$ cat src/rre_pkg.sv
// rre_pkg: shared types and constants of the rgb row edit pipeline
// payload structs, register indexes, edit enable bit positions, row tokens
// no dependencies
package rre_pkg;

  localparam int LEN_W     = 7;
  localparam int EN_W      = 10;
  localparam int CH_W      = 16;
  localparam int CFG_IDX_W = 2;
  localparam int CFG_DAT_W = 16;

  // register indexes
  localparam logic [CFG_IDX_W-1:0] CFG_EDITS      = 2'd0;
  localparam logic [CFG_IDX_W-1:0] CFG_MAX_COLOR  = 2'd1;
  localparam logic [CFG_IDX_W-1:0] CFG_ROW_LENGTH = 2'd2;

  localparam logic [EN_W-1:0]  EDITS_RST      = 10'd0;
  localparam logic [CH_W-1:0]  MAX_COLOR_RST  = 16'd255;
  localparam logic [LEN_W-1:0] ROW_LENGTH_RST = 7'd64;
  localparam logic [LEN_W-1:0] MIN_ROW        = 7'd2;

  // edit enable bit positions
  localparam int EN_GREY     = 0;
  localparam int EN_MIRROR   = 1;
  localparam int EN_NEG_R    = 2;
  localparam int EN_ONLY_R   = 5;
  localparam int EN_BLUR     = 8;
  localparam int EN_CONTRAST = 9;

  localparam int CONTRAST_TH = 127;
  localparam int CONTRAST_HI = 255;

  localparam int ROW_BANKS   = 2;
  localparam int QUEUE_DEPTH = 2;

  typedef struct packed {
    logic [CH_W-1:0] red_in;
    logic [CH_W-1:0] green_in;
    logic [CH_W-1:0] blue_in;
  } pix_in_t;

  typedef struct packed {
    logic [CH_W-1:0] red_out;
    logic [CH_W-1:0] green_out;
    logic [CH_W-1:0] blue_out;
    logic            row_end;
  } pix_out_t;

  typedef struct packed {
    logic             bank;
    logic [LEN_W-1:0] len;
  } row_tok_t;

  typedef struct packed {
    logic [EN_W-1:0] edits;
    logic [CH_W-1:0] max_color;
  } cfg_t;

  typedef struct packed {
    logic busy;
    logic retire;
  } bk_stat_t;

  typedef struct packed {
    logic valid;
    logic first;
    logic flush;
  } slot_t;

  typedef enum logic [1:0] {
    MODE_PASS = 2'd0,
    MODE_DIV2 = 2'd1,
    MODE_DIV3 = 2'd2
  } blur_mode_t;

endpackage

$ cat src/rre_front.sv
// rre_front: accepts pixel words, writes them into the two row banks, issues row tokens
// depends on rre_pkg
module rre_front import rre_pkg::*; #(
  parameter int MAX_ROW      = 64,
  parameter int CHANNEL_BITS = 16
) (
  input  logic                         clk,
  input  logic                         rst_n,
  input  logic                         in_valid,
  output logic                         in_ready,
  input  pix_in_t                      in_data,
  input  logic [LEN_W-1:0]             row_len,
  input  bk_stat_t                     bk_stat,
  output logic                         wr_en,
  output logic [$clog2(MAX_ROW):0]     wr_addr,
  output logic [3*CHANNEL_BITS-1:0]    wr_data,
  output logic                         push_valid,
  output row_tok_t                     push_data
);

  localparam int AW = $clog2(MAX_ROW);
  localparam int PW = $clog2(ROW_BANKS + 1);

  logic [LEN_W-1:0] count_r, count_nxt;
  logic             bank_r, bank_nxt;
  logic [PW-1:0]    pend_r, pend_nxt;
  logic [LEN_W-1:0] count_inc;
  logic             accept;
  logic             row_done;

  // stall only when both banks hold rows not yet read out
  assign in_ready  = (pend_r < PW'(ROW_BANKS));
  assign accept    = in_valid && in_ready;
  assign count_inc = count_r + 7'd1;
  assign row_done  = accept && (count_inc >= row_len);

  assign wr_en   = accept;
  assign wr_addr = {bank_r, count_r[AW-1:0]};
  assign wr_data = {in_data.blue_in[CHANNEL_BITS-1:0],
                    in_data.green_in[CHANNEL_BITS-1:0],
                    in_data.red_in[CHANNEL_BITS-1:0]};

  assign push_valid     = row_done;
  assign push_data.bank = bank_r;
  assign push_data.len  = row_len;

  always_comb begin
    count_nxt = count_r;
    bank_nxt  = bank_r;
    pend_nxt  = pend_r;
    if (accept) begin
      count_nxt = count_inc;
    end
    if (row_done) begin
      count_nxt = '0;
      bank_nxt  = ~bank_r;
    end
    case ({row_done, bk_stat.retire})
      2'b10:   pend_nxt = pend_r + PW'(1);
      2'b01:   pend_nxt = pend_r - PW'(1);
      default: pend_nxt = pend_r;
    endcase
  end

  always_ff @(posedge clk) begin
    if (!rst_n) begin
      count_r <= '0;
      bank_r  <= 1'b0;
      pend_r  <= '0;
    end else begin
      count_r <= count_nxt;
      bank_r  <= bank_nxt;
      pend_r  <= pend_nxt;
    end
  end

endmodule

$ cat config.mk
export PLATFORM = sky130hd
export DESIGN_NAME = rre_front
export DESIGN_NICKNAME = d
export VERILOG_FILES = /design/src/rre_pkg.sv /design/src/rre_front.sv
export SDC_FILE = /design/constraint.sdc
export NUM_CORES = 1
export LEC_CHECK = 0
export BUFFER_PORTS_ARGS = -buffer_cell sky130_fd_sc_hd__buf_2
export CORE_MARGIN = 2
export CORE_UTILIZATION = 39
export DETAILED_ROUTE_END_ITERATION = 8
export PLACE_DENSITY = 0.89
export SLEW_MARGIN = 20
export SYNTH_ARGS = -nofsm -noshare
export SYNTH_HDL_FRONTEND = slang
export SYNTH_SLANG_ARGS = --single-unit
$ cat constraint.sdc
create_clock -name clk -period 4.6 [get_ports clk]
set_clock_uncertainty 0.05 [all_clocks]
set_input_delay 0.92 -clock clk [delete_from_list [all_inputs] [get_ports clk]]
set_output_delay 0.92 -clock clk [all_outputs]
set_load 0.02 [all_outputs]
# Word-level counts from Yosys, hierarchy flattened

Cells that the tools add are included.

Register bits after elaboration: 10
Bits in latches: 0
Bits in writable memories: 0
Bits in read-only memories: 0
Input port bits: 60
Word-level logic and storage cells: 17
Memories kept: 0

$add $sub $neg: 3
$mul: 0
Div/mod/pow operators: 0
Order comparisons: 2
Equal/unequal tests: 2
Shifts and indexed selects: 0
Mux-type cells: 1
Bitwise operators: 2
Reduce and logical (&&, ||, !) cells: 4

Operators by type and width:

| operator                                            | count |
|---|---|
| adder 7 x 1 -> 7 bit, second input constant         | 1 |
| greater-or-equal comparator 7 bit                   | 1 |
| one-hot mux 2 bit (2 select lines)                  | 1 |
| adder 2 x 1 -> 2 bit, second input constant         | 1 |
| equality test 2 x 1 -> 1 bit, second input constant | 1 |
| equality test 2 bit, second input constant          | 1 |
| logical AND 1 bit                                   | 2 |
| less-than comparator 2 bit, second input constant   | 1 |
| NOT 1 bit                                           | 2 |
| nonzero test 2 bit                                  | 1 |
| OR reduction 2 bit                                  | 1 |
| subtractor 2 x 1 -> 2 bit, second input constant    | 1 |

# Logic depth before layout (Yosys ltp)

Word-level depth: 5
Depth in mapped cells: 12
Depth with buffers taken out: 12

# Worst setup path before layout

Ideal clock, no wire load.

Kind: input -> output
Start: in row_len[0]
End: out push_valid
Arrival: 2.132 ns
Setup slack: 1.498 ns
Stages on the path: 5
Cells stage by stage: ha_1 nand2b_4 a2111oi_4 o31ai_2 and2_1

Cells in the longest elaborated chain, start to end: 2

RTL lines:

| element                           | RTL line        | source |
|---|---|---|
| start, declared                   | rre_front.sv:12 | `input logic [LEN_W-1:0] row_len,` |
| greater-or-equal comparator 7 bit | rre_front.sv:35 | `assign row_done = accept && (count_inc >= row_len);` |
| logical AND 1 bit                 | rre_front.sv:35 |  |
| end, declared                     | rre_front.sv:17 | `output logic push_valid,` |

Every way passes these cells.

# Final worst setup path

Start: reg count_r[0]
End: out push_valid

Cells in the longest elaborated chain, start to end: 3

RTL lines:

| element                           | RTL line        | source |
|---|---|---|
| start, declared                   | rre_front.sv:24 | `logic [LEN_W-1:0] count_r, count_nxt;` |
| start signal, assigned            | rre_front.sv:71 | `count_r <= count_nxt;` |
| adder 7 x 1 -> 7 bit              | rre_front.sv:34 | `assign count_inc = count_r + 7'd1;` |
| named net count_inc[6]            | rre_front.sv:27 | `logic [LEN_W-1:0] count_inc;` |
| greater-or-equal comparator 7 bit | rre_front.sv:35 |  |
| logical AND 1 bit                 | rre_front.sv:35 |  |

The timed path passes the listed nets, and every way through them passes these cells.

==> key figures <==
Worst setup path
  • WS Path Type: flip-flop to output port
  • Minimum setup slack among reg-to-reg paths: about 1500 ps
  • Signal arrival time at the worst endpoint: around 2600 ps
  • Setup crit start: count_r[0]$_SDFFE_PP0P_
  • Critical path peak fanout: 9
  • Kind of launch point of the worst setup path: flip-flop
  • Worst setup path end: push_valid
  • Required time of the worst setup path: 3630 ps
  • Nature of the critical path endpoint: output port
  • FF-to-FF Start: count_r[0]$_SDFFE_PP0P_
  • Worst reg2reg path depth: 12
  • Capture instance of the worst register-to-register path: pend_r[1]$_SDFFE_PN0P_

Logic synthesis
  • Mapped cell area: around 0.0012 mm^2
  • Synth area leader: sky130_fd_sc_hd__buf_4
  • FF+latch count, synth: 10
  • Distinct cell type count after synthesis: 28
  • Count of yosys warnings during synthesis: 0
  • Fraction of post-synthesis cell area in the top cell type by area: 0.382
  • Post-Syn Area per Cell: around 8.3 um^2
  • Instance count of the mapped netlist: between 100 and 150
  • Nets in the synthesized netlist: 218
  • Sequential share of the synthesized area: 0.162
  • Area contributors post-synth: sky130_fd_sc_hd__buf_4 (38%), sky130_fd_sc_hd__dfxtp_1 (16%), sky130_fd_sc_hd__ha_1 (9.1%), sky130_fd_sc_hd__xnor2_1 (5.7%), sky130_fd_sc_hd__a211oi_1 (3.6%)

Routing
  • # DRC: 0
  • Aggregate routed wire length: between 1500 and 2000 um
  • Total via count after detailed routing: 739
  • Average vias per placed instance: between 4 and 5
  • Per-cell routed wire length: between 10 and 15 um
  • Starting DRC count in detailed routing: 10
  • Count of nets left with antenna violations after detail routing: 0
  • First-pass DRT Iterations: 5

Global routing
  • Maximum number of pins on one net before global-route repair: 14
  • Grt total ovfl: 0
  • First-pass GRT wire length: 3060 um
  • GRT Resource Usage Total: 0.112
  • Initial antenna violation count: 0
  • Via count of the first global-routing pass: 693

Clock tree
  • Setup Buffers After CTS: 0
  • Clock tree from TritonCTS: built
  • Clk slew on worst S/H paths: 60 ps
  • Hold Buf Count CTS: 0
  • CTS Root Buffer Type: sky130_fd_sc_hd__clkbuf_4
  • Clk Latency, worst-skew pair: 270 ps
  • Maximum level of the CTS H-tree: 1
  • Resized Gates After CTS: 0
  • CTS sink count: 10
  • Largest buffer count on any clock path: 2
  • TritonCTS Buffers: 3

Timing
  • Share of the clock period used by the worst path after layout: 0.785
  • Highest achievable clock rate: around 280 MHz
  • Fin Hold WS: approximately 460 ps
  • Final Worst Setup Slack: between 900 and 1000 ps
  • Finish-stage setup viols: 0
  • Unrepaired setup endpoints after global routing: no
  • Headroom to the max-slew limit: 0.736
  • Hold Violations, Final: 0
  • Least-Margin Pin Slew: between 300 and 400 ps
  • Final worst path period need: around 3600 ps
  • Pins Over Slew Limit: 0
  • Setup TNS: 0 ps

Outcome
  • Outcome: complete, no violations

Min path
  • Path class of the lowest-slack min-delay path: flip-flop to flip-flop
  • Origin of the worst min-delay path: pend_r[1]$_SDFFE_PN0P_
  • Worst hold stages: 2

Place
  • PortBufs: 28
  • Pre-CTS WS: approximately 1200 ps
  • Final GP Congestion: around 0.75
  • HPWL reported at the end of detailed placement: 1420 um

Finish
  • Fraction of final layout cells sized beyond drive strength 1: 0.319
  • Relative area change from synthesis to final layout: -21.2%
  • Final design utilization: 0.322
  • Nets: approximately 190
  • Total area of multi-input combinational cells: around 520 um^2
  • Layout filler cell count: between 300 and 400
  • Antenna diodes: 0
  • Sequential standard cell area: about 200 um^2

Power
  • Leakage component of the power: about 0.47 nW
  • Post-layout power: between 0.0002 and 0.0003 W
  • Peak supply drop: slightly above 0.0001 V
  • PwrDens: 274 mW/mm^2

Floorplanning
  • I/O Pins: 126
  • Starting density of the core: 0.409
  • Vertical extent of the die: 60.3 um
  • Number of core rows: 20
  • Area inside the core boundary: approximately 0.0030 mm^2
  • Die extent in x: just over 60 um
  • Die Outline Area: roughly 0.0036 mm^2

Run
  • Maxcap violations: 0
-- metal layers --
metal | track usage | up-vias | part of all wire
li1 | - | 357 | -
met1 | 0.132 | 330 | 0.43
met2 | 0.165 | 46 | 0.45
met3 | 0.0640 | 6 | 0.11
met4 | 0.0540 | 0 | 0.0099
met5 | 0 | - | 0
-- sequential cells by signal, indices dropped and copies added (netlist names) --
register / flops
bank_r: 1
pend_r: 2
count_r: 7
-- layout make-up --
class / instances / share of cell area
inverters: 9 / 0.0347
repair buffers: 29 / 0.151
clock buffers: 3 / 0.0231
flip-flops and latches: 10 / 0.205
multi-input cells: 65 / 0.529
well taps: 44 / 0.0565
-- synthesized netlist by cell type --
master,instances
sky130_fd_sc_hd__xor2_1,5
sky130_fd_sc_hd__a21oi_1,2
sky130_fd_sc_hd__or4_1,1
sky130_fd_sc_hd__o21ai_0,1
sky130_fd_sc_hd__clkbuf_1,1
sky130_fd_sc_hd__nor2_1,6
sky130_fd_sc_hd__mux2i_1,1
sky130_fd_sc_hd__buf_4,63
sky130_fd_sc_hd__or3_1,1
sky130_fd_sc_hd__a21o_1,1
sky130_fd_sc_hd__or3_2,1
sky130_fd_sc_hd__and2_1,2
sky130_fd_sc_hd__inv_1,9
sky130_fd_sc_hd__nand2_1,8
sky130_fd_sc_hd__nand3_1,3
sky130_fd_sc_hd__nand4b_1,1
sky130_fd_sc_hd__o21a_1,1
sky130_fd_sc_hd__a2111oi_4,1
sky130_fd_sc_hd__o211ai_1,1
sky130_fd_sc_hd__nor3_1,2
sky130_fd_sc_hd__dfxtp_1,10
sky130_fd_sc_hd__a221oi_1,1
sky130_fd_sc_hd__ha_1,9
sky130_fd_sc_hd__o31ai_2,1
sky130_fd_sc_hd__a211oi_1,6
sky130_fd_sc_hd__nand2b_4,2
sky130_fd_sc_hd__buf_6,1
sky130_fd_sc_hd__xnor2_1,8
-- worst max-delay path, stage by stage, from the launching register on --
cell and delay [ps]:
sky130_fd_sc_hd__dfxtp_1 430, sky130_fd_sc_hd__ha_1 240, sky130_fd_sc_hd__nand3_1 190, sky130_fd_sc_hd__nor2_1 170, sky130_fd_sc_hd__xor2_1 160, sky130_fd_sc_hd__ha_1 260
sky130_fd_sc_hd__a21oi_1 320, sky130_fd_sc_hd__o31ai_2 120, sky130_fd_sc_hd__buf_4 180, sky130_fd_sc_hd__and2_1 150, sky130_fd_sc_hd__buf_2 150
-- metrics by stage --
stage	std cells	area, um^2
after floorplan	149	1240
after global placement	157	952
after detailed placement	157	952
after CTS	160	975
after global routing	160	975
final	160	975
-- logic make-up (layout without fill, tap and decap cells) --
logic type,Yosys count,in the layout,share of synthesized area
buffers and inverters,74,41,0.422
muxes,1,1,0.00809
DFF,10,10,0.162
AOI/OAI and AO/OA,15,15,0.106
xor gates and xnor gates,13,13,0.0920
and+or+nand+nor,27,27,0.119
adders and majority gates,9,9,0.0910
-- worst min path at each step --
stage | to
floorplan | pend_r[1]$_SDFFE_PN0P_
global route | pend_r[1]$_SDFFE_PN0P_
global placement | pend_r[1]$_SDFFE_PN0P_
detailed placement | pend_r[1]$_SDFFE_PN0P_
CTS | pend_r[1]$_SDFFE_PN0P_
finish | pend_r[1]$_SDFFE_PN0P_
-- report_power, final --
part	switching (W)	internal [W]	leakage (nW)
clock network	0.0000296	0.0000302	0.0138
registers	0.00000864	0.0000960	0.0817
logic	0.0000579	0.0000443	0.378
-- cells in the final DEF, fill, tap and decap left out --
cell,count
sky130_fd_sc_hd__o31ai_2,1
sky130_fd_sc_hd__o211ai_1,1
sky130_fd_sc_hd__a211oi_1,6
sky130_fd_sc_hd__o21ai_0,1
sky130_fd_sc_hd__a2111oi_4,1
sky130_fd_sc_hd__clkbuf_4,3
sky130_fd_sc_hd__dfxtp_1,10
sky130_fd_sc_hd__mux2i_1,1
sky130_fd_sc_hd__buf_4,1
sky130_fd_sc_hd__or3_2,1
sky130_fd_sc_hd__a21oi_1,2
sky130_fd_sc_hd__nand4b_1,1
sky130_fd_sc_hd__buf_2,28
sky130_fd_sc_hd__a21o_1,1
sky130_fd_sc_hd__nand3_1,3
sky130_fd_sc_hd__nand2_1,8
sky130_fd_sc_hd__or3_1,1
sky130_fd_sc_hd__inv_1,9
sky130_fd_sc_hd__and2_1,2
sky130_fd_sc_hd__nor2_1,6
sky130_fd_sc_hd__or4_1,1
sky130_fd_sc_hd__xor2_1,5
sky130_fd_sc_hd__nand2b_4,2
sky130_fd_sc_hd__a221oi_1,1
sky130_fd_sc_hd__o21a_1,1
sky130_fd_sc_hd__ha_1,9
sky130_fd_sc_hd__xnor2_1,8
sky130_fd_sc_hd__nor3_1,2
Note: power is estimated with default switching activity, not from simulation.
