$ cat src/rre_pkg.sv
// rre_pkg: shared types and constants of the rgb row edit pipeline
// payload structs, register indexes, edit enable bit positions, row tokens
// no dependencies
package rre_pkg;

  localparam int LEN_W     = 7;
  localparam int EN_W      = 10;
  localparam int CH_W      = 16;
  localparam int CFG_IDX_W = 2;
  localparam int CFG_DAT_W = 16;

  // register indexes
  localparam logic [CFG_IDX_W-1:0] CFG_EDITS      = 2'd0;
  localparam logic [CFG_IDX_W-1:0] CFG_MAX_COLOR  = 2'd1;
  localparam logic [CFG_IDX_W-1:0] CFG_ROW_LENGTH = 2'd2;

  localparam logic [EN_W-1:0]  EDITS_RST      = 10'd0;
  localparam logic [CH_W-1:0]  MAX_COLOR_RST  = 16'd255;
  localparam logic [LEN_W-1:0] ROW_LENGTH_RST = 7'd64;
  localparam logic [LEN_W-1:0] MIN_ROW        = 7'd2;

  // edit enable bit positions
  localparam int EN_GREY     = 0;
  localparam int EN_MIRROR   = 1;
  localparam int EN_NEG_R    = 2;
  localparam int EN_ONLY_R   = 5;
  localparam int EN_BLUR     = 8;
  localparam int EN_CONTRAST = 9;

  localparam int CONTRAST_TH = 127;
  localparam int CONTRAST_HI = 255;

  localparam int ROW_BANKS   = 2;
  localparam int QUEUE_DEPTH = 2;

  typedef struct packed {
    logic [CH_W-1:0] red_in;
    logic [CH_W-1:0] green_in;
    logic [CH_W-1:0] blue_in;
  } pix_in_t;

  typedef struct packed {
    logic [CH_W-1:0] red_out;
    logic [CH_W-1:0] green_out;
    logic [CH_W-1:0] blue_out;
    logic            row_end;
  } pix_out_t;

  typedef struct packed {
    logic             bank;
    logic [LEN_W-1:0] len;
  } row_tok_t;

  typedef struct packed {
    logic [EN_W-1:0] edits;
    logic [CH_W-1:0] max_color;
  } cfg_t;

  typedef struct packed {
    logic busy;
    logic retire;
  } bk_stat_t;

  typedef struct packed {
    logic valid;
    logic first;
    logic flush;
  } slot_t;

  typedef enum logic [1:0] {
    MODE_PASS = 2'd0,
    MODE_DIV2 = 2'd1,
    MODE_DIV3 = 2'd2
  } blur_mode_t;

endpackage

$ cat src/rre_back.sv
// rre_back: reads a finished row from its bank and runs the edit pipeline
// per-pixel edits, three-tap blur window, contrast and the output register; uses rre_pkg
module rre_back import rre_pkg::*; #(
  parameter int MAX_ROW      = 64,
  parameter int CHANNEL_BITS = 16
) (
  input  logic                      clk,
  input  logic                      rst_n,
  input  cfg_t                      cfg,
  input  logic                      q_valid,
  output logic                      q_ready,
  input  row_tok_t                  q_data,
  output logic                      rd_en,
  output logic [$clog2(MAX_ROW):0]  rd_addr,
  input  logic [3*CHANNEL_BITS-1:0] rd_data,
  output bk_stat_t                  bk_stat,
  output logic                      out_valid,
  input  logic                      out_ready,
  output pix_out_t                  out_data
);

  localparam int AW      = $clog2(MAX_ROW);
  localparam int CB      = CHANNEL_BITS;
  localparam int SW      = CB + 2;
  localparam int PRW     = 2 * SW;
  localparam int DIV3_SH = CB + 3;
  // reciprocal of three, exact for every sum of three channels
  localparam logic [SW-1:0] DIV3_K = SW'((1 << DIV3_SH) / 3 + 1);

  typedef enum logic [1:0] {
    BK_IDLE = 2'b01,
    BK_RUN  = 2'b10
  } bk_state_t;

  typedef logic [2:0][CB-1:0] pix_t;

  bk_state_t        state_r, state_nxt;
  row_tok_t         tok_r, tok_nxt;
  logic [LEN_W-1:0] idx_r, idx_nxt;
  logic [LEN_W-1:0] rd_idx;
  slot_t            slot0;
  logic             adv;
  logic             retire;

  slot_t            s1_r, s2_r, s3_r;
  pix_t             s1_pix;
  pix_t             s2_pix_r;
  logic [PRW-1:0]   s2_prod_r;
  logic [SW-1:0]    grey_sum;
  pix_t             s3_pix_r;
  pix_t             pix_edit;
  logic [CB-1:0]    grey_val;
  logic [CB-1:0]    mc;

  pix_t             prev_r, prev_nxt;
  pix_t             cur_r, cur_nxt;
  logic             have_r, have_nxt;
  logic             cur_first_r, cur_first_nxt;
  logic             s4_emit;
  logic             s4_last;
  blur_mode_t       s4_mode;
  logic [2:0][SW-1:0] s4_sum;

  logic             s4_valid_r, s4_last_r;
  blur_mode_t       s4_mode_r;
  logic [2:0][SW-1:0] s4_sum_r;

  logic             s5_valid_r, s5_last_r;
  blur_mode_t       s5_mode_r;
  logic [2:0][SW-1:0]  s5_sum_r;
  logic [2:0][PRW-1:0] s5_prod_r;

  pix_t             fin;
  logic             out_valid_r;
  pix_out_t         out_data_r;

  // whole pipeline moves together, held while the output word waits
  assign adv = !out_valid_r || out_ready;

  // row sequencer: one read a cycle while the pipeline advances, then a flush slot that closes the blur window
  always_comb begin
    state_nxt = state_r;
    tok_nxt   = tok_r;
    idx_nxt   = idx_r;
    q_ready   = 1'b0;
    rd_en     = 1'b0;
    retire    = 1'b0;
    slot0     = '0;
    case (state_r)
      BK_IDLE: begin
        if (q_valid) begin
          q_ready   = 1'b1;
          tok_nxt   = q_data;
          idx_nxt   = '0;
          state_nxt = BK_RUN;
        end
      end
      BK_RUN: begin
        if (adv) begin
          if (idx_r < tok_r.len) begin
            rd_en       = 1'b1;
            slot0.valid = 1'b1;
            slot0.first = (idx_r == '0);
            idx_nxt     = idx_r + 7'd1;
          end else begin
            slot0.valid = 1'b1;
            slot0.flush = 1'b1;
            retire      = 1'b1;
            state_nxt   = BK_IDLE;
          end
        end
      end
      default: state_nxt = BK_IDLE;
    endcase
  end

  assign rd_idx  = cfg.edits[EN_MIRROR] ? (tok_r.len - 7'd1 - idx_r) : idx_r;
  assign rd_addr = {tok_r.bank, rd_idx[AW-1:0]};

  assign bk_stat.busy   = (state_r == BK_RUN);
  assign bk_stat.retire = retire;

  // per-pixel edits
  assign s1_pix   = rd_data;
  assign grey_sum = {2'b00, s1_pix[0]} + {2'b00, s1_pix[1]} + {2'b00, s1_pix[2]};
  assign grey_val = s2_prod_r[DIV3_SH +: CB];
  assign mc       = cfg.max_color[CB-1:0];

  always_comb begin
    pix_t g;
    g = s2_pix_r;
    if (cfg.edits[EN_GREY]) begin
      g = {grey_val, grey_val, grey_val};
    end
    for (int c = 0; c < 3; c++) begin
      if (cfg.edits[EN_NEG_R + c]) begin
        g[c] = (g[c] > mc) ? '0 : mc - g[c];
      end
    end
    for (int k = 0; k < 3; k++) begin
      pix_edit[k] = g[k];
      for (int c = 0; c < 3; c++) begin
        if (c != k && cfg.edits[EN_ONLY_R + c]) begin
          pix_edit[k] = '0;
        end
      end
    end
  end

  // blur window: a pixel leaves once its right neighbour or the flush slot arrives
  always_comb begin
    prev_nxt      = prev_r;
    cur_nxt       = cur_r;
    have_nxt      = have_r;
    cur_first_nxt = cur_first_r;
    s4_emit       = 1'b0;
    s4_last       = 1'b0;
    s4_mode       = MODE_PASS;
    s4_sum        = '0;
    if (s3_r.valid) begin
      s4_emit = have_r;
      if (s3_r.flush) begin
        s4_last  = 1'b1;
        have_nxt = 1'b0;
        for (int c = 0; c < 3; c++) begin
          s4_sum[c] = {2'b00, prev_r[c]} + {2'b00, cur_r[c]};
        end
        s4_mode = MODE_DIV2;
      end else begin
        for (int c = 0; c < 3; c++) begin
          if (cur_first_r) begin
            s4_sum[c] = {2'b00, cur_r[c]} + {2'b00, s3_pix_r[c]};
          end else begin
            s4_sum[c] = {2'b00, prev_r[c]} + {2'b00, cur_r[c]} + {2'b00, s3_pix_r[c]};
          end
        end
        s4_mode       = cur_first_r ? MODE_DIV2 : MODE_DIV3;
        prev_nxt      = cur_r;
        cur_nxt       = s3_pix_r;
        have_nxt      = 1'b1;
        cur_first_nxt = s3_r.first;
      end
      if (!cfg.edits[EN_BLUR]) begin
        s4_mode = MODE_PASS;
        for (int c = 0; c < 3; c++) begin
          s4_sum[c] = {2'b00, cur_r[c]};
        end
      end
    end
  end

  // final divide and contrast
  always_comb begin
    for (int c = 0; c < 3; c++) begin
      case (s5_mode_r)
        MODE_DIV3: fin[c] = s5_prod_r[c][DIV3_SH +: CB];
        MODE_DIV2: fin[c] = s5_sum_r[c][CB:1];
        default:   fin[c] = s5_sum_r[c][CB-1:0];
      endcase
      if (cfg.edits[EN_CONTRAST]) begin
        fin[c] = (fin[c] > CB'(CONTRAST_TH)) ? CB'(CONTRAST_HI) : '0;
      end
    end
  end

  always_ff @(posedge clk) begin
    if (!rst_n) begin
      state_r     <= BK_IDLE;
      s1_r        <= '0;
      s2_r        <= '0;
      s3_r        <= '0;
      have_r      <= 1'b0;
      s4_valid_r  <= 1'b0;
      s5_valid_r  <= 1'b0;
      out_valid_r <= 1'b0;
    end else begin
      state_r <= state_nxt;
      if (adv) begin
        s1_r        <= slot0;
        s2_r        <= s1_r;
        s3_r        <= s2_r;
        have_r      <= have_nxt;
        s4_valid_r  <= s4_emit;
        s5_valid_r  <= s4_valid_r;
        out_valid_r <= s5_valid_r;
      end
    end
  end

  always_ff @(posedge clk) begin
    tok_r <= tok_nxt;
    idx_r <= idx_nxt;
    if (adv) begin
      s2_pix_r    <= s1_pix;
      s2_prod_r   <= {{SW{1'b0}}, grey_sum} * {{SW{1'b0}}, DIV3_K};
      s3_pix_r    <= pix_edit;
      prev_r      <= prev_nxt;
      cur_r       <= cur_nxt;
      cur_first_r <= cur_first_nxt;
      s4_last_r   <= s4_last;
      s4_mode_r   <= s4_mode;
      s4_sum_r    <= s4_sum;
      s5_last_r   <= s4_last_r;
      s5_mode_r   <= s4_mode_r;
      s5_sum_r    <= s4_sum_r;
      for (int c = 0; c < 3; c++) begin
        s5_prod_r[c] <= {{SW{1'b0}}, s4_sum_r[c]} * {{SW{1'b0}}, DIV3_K};
      end
      out_data_r.red_out   <= CH_W'(fin[0]);
      out_data_r.green_out <= CH_W'(fin[1]);
      out_data_r.blue_out  <= CH_W'(fin[2]);
      out_data_r.row_end   <= s5_last_r;
    end
  end

  assign out_valid = out_valid_r;
  assign out_data  = out_data_r;

endmodule

$ cat config.mk
export PLATFORM = sky130hd
export DESIGN_NAME = rre_back
export DESIGN_NICKNAME = d
export VERILOG_FILES = /design/src/rre_pkg.sv /design/src/rre_back.sv
export SDC_FILE = /design/constraint.sdc
export NUM_CORES = 2
export LEC_CHECK = 0
export ABC_AREA = 1
export BUFFER_PORTS_ARGS = -buffer_cell sky130_fd_sc_hd__buf_2
export CAP_MARGIN = 20
export CORE_ASPECT_RATIO = 1.1
export CORE_MARGIN = 10
export CORE_UTILIZATION = 40
export DETAILED_ROUTE_END_ITERATION = 8
export GPL_TIMING_DRIVEN = 1
export PLACE_DENSITY = 0.56
export SYNTH_ARGS = -nofsm -noshare
export SYNTH_HDL_FRONTEND = slang
export SYNTH_SLANG_ARGS = --single-unit
$ cat constraint.sdc
create_clock -name clk -period 16.33 [get_ports clk]
set_input_delay 2.4495 -clock clk [delete_from_list [all_inputs] [get_ports clk]]
set_output_delay 2.4495 -clock clk [all_outputs]
set_load 0.03 [all_outputs]
======== Yosys cells after proc, flatten, opt, wreduce, memory -nomap -nowiden ========
Index checks and enable logic that the tools add are counted.
word-level totals
  bits in registers ....................... 523
  input bits .............................. 86
  output and inout port bits .............. 61
cells by class
  add/subtract/negate cells ............... 17
  multipliers ............................. 4
  order comparisons ....................... 7
  eq/ne operators ......................... 8
  muxes and demuxes ....................... 45
  bitwise logic cells ..................... 3
  reduce and logical (&&, ||, !) cells .... 14
operator list
  kind                      number
  $mux W16                  9
  $mul A18 B18 Y35 const B  4
  $add A16 B16 Y17          7
  $pmux W16 S2              3
  $add A17 B16 Y18          4
  $mux W18                  3
  $mux W54                  1
  $mux W52                  1
  $gt A16 B16 Y1            3
  $gt A16 B7 Y1 const B     3
  $mux W48                  1
  $sub A16 B16 Y16          3
  $mux W8                   3
  $mux W7                   3
  $pmux W7 S2               1
  $mux W1                   13
  $mux W2                   4
  $add A7 B1 Y7 const B     1
  $logic_not A7 Y1          1
  $lt A7 B7 Y1              1
  $mux W6                   1
  $reduce_and A2 Y1         3
  $reduce_and A3 Y1         2
  $reduce_or A2 Y1          3
  other kinds (14)          20

======== Logic depth before layout (Yosys ltp) ========
  depth in word-level cells ............... 5
  gate-level depth with buffers ........... 33

======== Worst setup path before layout ========
OpenSTA, ideal clock, no wires.
  path type ............................... input to output
  from .................................... input port out_ready
  to ...................................... output port bk_stat[0] in the netlist's numbering
  arrival time ............................ 10427 ps
  required time ........................... 13880 ps
  slack ................................... 3453 ps
  stages on the path ...................... 5
  path buffers ............................ 1
  cell sequence ........................... nor2_1 clkinv_1 nand2_1 nor2_1 buf_4
between the ends
  longest elaborated chain between the ends .. 3
RTL lines
  item                line            RTL
  from (decl)         rre_back.sv:18  input logic out_ready,
  $logic_or A1 B1 Y1  rre_back.sv:78  assign adv = !out_valid_r || out_ready;
  named net adv       rre_back.sv:42  logic adv;
  $mux W1             rre_back.sv:99  if (adv) begin
  $mux W1             rre_back.sv:89  case (state_r)
  to (decl)           rre_back.sv:16  output bk_stat_t bk_stat,
The timed path passes the listed nets, and every way through them passes these cells.

======== Final worst setup path ========
  from .................................... input port rd_data[1]
  to ...................................... register s2_prod_r[34] (data pin)
between the ends
  longest elaborated chain between the ends .. 3
RTL lines
  item                  line             RTL
  from (decl)           rre_back.sv:15   input logic [3*CHANNEL_BITS-1:0] rd_data,
  $add A16 B16 Y17      rre_back.sv:125  assign grey_sum = {2'b00, s1_pix[0]} + {2'b00, s1_pix[1]} + {2'b00, s1_pix[2]};
  $add A17 B16 Y18      rre_back.sv:125
  $mul A18 B18 Y35      rre_back.sv:235  s2_prod_r <= {{SW{1'b0}}, grey_sum} * {{SW{1'b0}}, DIV3_K};
  to (signal assigned)  rre_back.sv:235
  to (decl)             rre_back.sv:48   logic [PRW-1:0] s2_prod_r;
Every way passes these cells.
A chain may end at the register's enable or synchronous reset.

==> results.txt <==
----------------------------------------------------
[Route]
  Number of DRC markers in iteration 0 ... 2540
  Routed wire length ... 159 mm
  DRT Pass-1 Iters ... 5
  Routed via count divided by cell count ... 5.03
  Routed length per placed instance ... 18.1 um
  Remaining antenna violation count after routing ... 0
  DRC errors left ... 0
  Via count of the routed design ... 44100

[Floorplanning]
  Die Area ... 154000 sq um
  Vertical extent of the die ... 410 um
  Horizontal die dimension ... 375 um
  Core outline area ... 138000 sq um
  Row Count ... 143
  Starting Density ... 0.402
  Top-level port count ... 147

[Critical path]
  Most frequent CP cell ... fa_1
  Critical path's largest stage delay ... 0.57 ns
  Crit path arrival time ... 9.74 ns
  Startpoint-to-endpoint class of the critical path ... in2reg
  Critical path depth in cells ... 30
  Critical path peak fanout ... 5
  CP Capture Type ... register
  Family with the most delay on the worst path ... adder cells
  Reg2reg path depth ... 19
  Cell with the largest stage delay on the worst path ... xor2_1
  Worst EP required ... 16.76 ns
  Total buffers and inverters traversed by the critical path ... 6
  Startpoint class of the critical path ... input pin

[Global route]
  Vias in the first global route ... 44800
  Met3 track demand over resource ... 0.0235
  Total congestion overflow ... 0
  Met1 usage ... 0.273
  Met2 Usage GRT ... 0.348
  Global-route usage over all layers ... 0.205
  Most Used Layer, Global Route ... met2
  Global-route wire length before repair ... 251 mm
  Antenna violations before repair ... 6
  Pin count of the biggest net entering global routing ... 143

[Synthesis]
  Combined area of all synthesized cells ... 55300 sq um
  Number of flops mapped to enable cells by yosys ... 432
  Number of synthesis warnings ... 0
  Main synth FF type ... edfxtp_1
  Synthesized instance count ... 6770
  Post-synthesis net count ... 8147
  Syn avg cell area ... 8.17 sq um
  Distinct cell type count of the synthesized netlist ... 60
  Proportion of register bits with asynchronous set or reset after synthesis ... 0
  Synthesis-stage register bit count ... 447
  Register area share after synthesis ... 0.240

[CTS]
  Number of sinks handled by clock tree synthesis ... 447
  Clock tree from TritonCTS ... done
  CTS Buf Count ... 56
  Hold buffer count at CTS ... 0
  Skew-Pair Late Insertion Delay ... 0.69 ns
  Post-CTS sizing ... 0
  Buffer levels on the longest clock path ... 3
  Buffer type at the clock tree root ... clkbuf_16
  CTS HTree Levels ... 2
  Setup fix buffers added after clock tree synthesis ... 0
  Clock input transition at the sequential cells of the worst setup and hold paths ... 0.06 ns

[Status]
  Status ... completed

[Finish]
  Nets@finish ... 8284
  Antenna diode count ... 0
  Count of fill cells added during filler insertion ... 13900
  Signed area change from the synthesized netlist to the final layout ... 8.27%
  Share of post-route cells with drive strength above 1 ... 0.0525

[Placed design]
  Global placer's final weighted congestion ... 0.948
  Worst slack after detailed placement ... 6.33 ns
  Port Buf Inserts ... 146
  Hpwl dp ... 135 mm

[STA]
  Final clock skew ... 0.0604 ns
  Highest Clock Rate ... 107 MHz
  Slack of the critical path ... 7.02 ns
  Setup TNS ... 0 ns
  Slew at the pin closest to its max-slew limit ... 0.992 ns
  Headroom to the max-slew limit ... 0.339
  RSZ-0062 raised after global routing ... no
  Final hold vios ... 0
  Number of slew-limit violations in the final report ... 0
  Number of failing setup endpoints in the final timing report ... 0
  Final worst-path cycle share ... 0.570
  Shortest period the worst path allows ... 9.31 ns

[Hold path]
  Worst hold-check path type ... reg2reg
  Depth of the worst hold-timing path ... 0

[Run]
  Max capacitance violation total ... 0

----------------------------------------------------
==> logic make-up (layout without fill, tap and decap cells) <==
family	Yosys count	count (layout)	synth area share
xor gates and xnor gates	118	118	0.0198
adders and majority gates	1291	1291	0.355
and+or+nand+nor	2446	2446	0.186
AOI/OAI and AO/OA	891	891	0.0898
buffers and inverters	1577	1758	0.109
DFF	447	447	0.240
==> flip-flops by register name, summed over array words and instances (netlist names), 2 cells and up <==
signal and count:
s5_sum_r 51, prev_r 48, s5_mode_r 2, s2_prod_r 16, s4_mode_r 2, tok_r 7, s2_pix_r 48, state_r 2
s2_r 3, s1_r 3, s5_prod_r 48, cur_r 48, s3_r 3, s3_pix_r 48, s4_sum_r 54, idx_r 7
out_data 49
==> layer usage <==
metal,wire length (um),vias up
li1,-,22100
met2,74500,908
met4,5030,8
met5,38,-
met1,72900,20900
met3,6600,197
==> stage by stage <==
step | cells | util | cell area, sq um | hold slack, ns
floorplan | 6770 | - | 55300 | 0.400
global placement | 8660 | 0.421 | 58100 | 0.405
detailed placement | 8660 | 0.421 | 58100 | 0.406
CTS | 8762 | 0.435 | 59900 | 0.420
global route | 8763 | 0.435 | 59900 | 0.433
finish | 8763 | 0.435 | 59900 | 0.419
==> path summary, 6_finish.rpt <==
kind / startpoint / end / slack, ns
setup / recovery: rd_data[1] / s2_prod_r[34] / 7.02
hold / removal: s5_last_r / out_data[0] / 0.42
setup reg to reg: s4_sum_r[19] / s5_prod_r[65] / 10.73
hold reg to reg: s5_last_r / out_data[0] / 0.42
==> layout make-up <==
class	instances	area [sq um]	area share
clock buffer	67	1440	0.0241
clock inverter	35	382	0.00637
inverter	1493	5620	0.0938
multi-input combinational	4746	36000	0.601
sequential	447	13300	0.222
tap	1812	2270	0.0378
timing repair buffer	163	891	0.0149
==> cells in the mapped netlist (9+ instances only) <==
library cell,n,area share
and2_1,23,0.0026
a21o_1,22,0.0030
nor2_1,372,0.025
o211ai_1,16,0.0022
or2_2,69,0.0078
o21a_1,14,0.0019
nand4_1,46,0.0052
a21oi_1,478,0.043
clkbuf_1,49,0.0033
nand3_1,378,0.034
nor3_1,52,0.0047
nand2_1,1440,0.098
nand3b_1,41,0.0056
o21bai_1,21,0.0028
fa_1,464,0.17
xor2_1,81,0.013
ha_1,827,0.19
inv_1,1484,0.10
edfxtp_1,432,0.23
buf_2,11,0.00099
a21boi_0,9,0.0012
xnor2_1,32,0.0051
buf_6,11,0.0022
a31oi_1,19,0.0021
a221oi_1,18,0.0028
dfxtp_1,15,0.0054
o21ai_0,241,0.022
==> cells in the final DEF (no fill, tap or decap), types with 9 or more instances in the layout <==
master,Yosys,layout
inv_1,1484,1483
nand2_1,1440,1440
ha_1,827,826
a21oi_1,478,478
fa_1,464,464
edfxtp_1,432,432
nand3_1,378,378
nor2_1,372,371
o21ai_0,241,241
buf_2,11,146
xor2_1,81,81
or2_2,69,69
clkbuf_16,0,56
nor3_1,52,52
nand4_1,46,46
nand3b_1,41,41
xnor2_1,32,32
and2_1,23,23
a21o_1,22,22
o21bai_1,21,21
a31oi_1,19,19
a221oi_1,18,18
o211ai_1,16,16
buf_4,4,15
o21a_1,14,14
dfxtp_1,15,14
clkbuf_1,49,11
clkinv_1,2,10
a21boi_0,9,9
==> worst reg2reg max path, stage by stage (launching register included) <==
cell	delay, ns
edfxtp_1	0.59
ha_1	0.54
inv_1	0.10
fa_1	0.52
inv_1	0.06
fa_1	0.50
inv_1	0.05
fa_1	0.45
fa_1	0.49
inv_1	0.05
fa_1	0.44
ha_1	0.32
a21oi_1	0.24
nor2_1	0.07
nor2_1	0.25
o21ai_0	0.20
a211oi_1	0.29
nand2_1	0.09
nand2_1	0.06
nand2_1	0.04
Power is not shown: default switching activity piles up to over one toggle a cycle in this logic, so the estimate is an artifact.
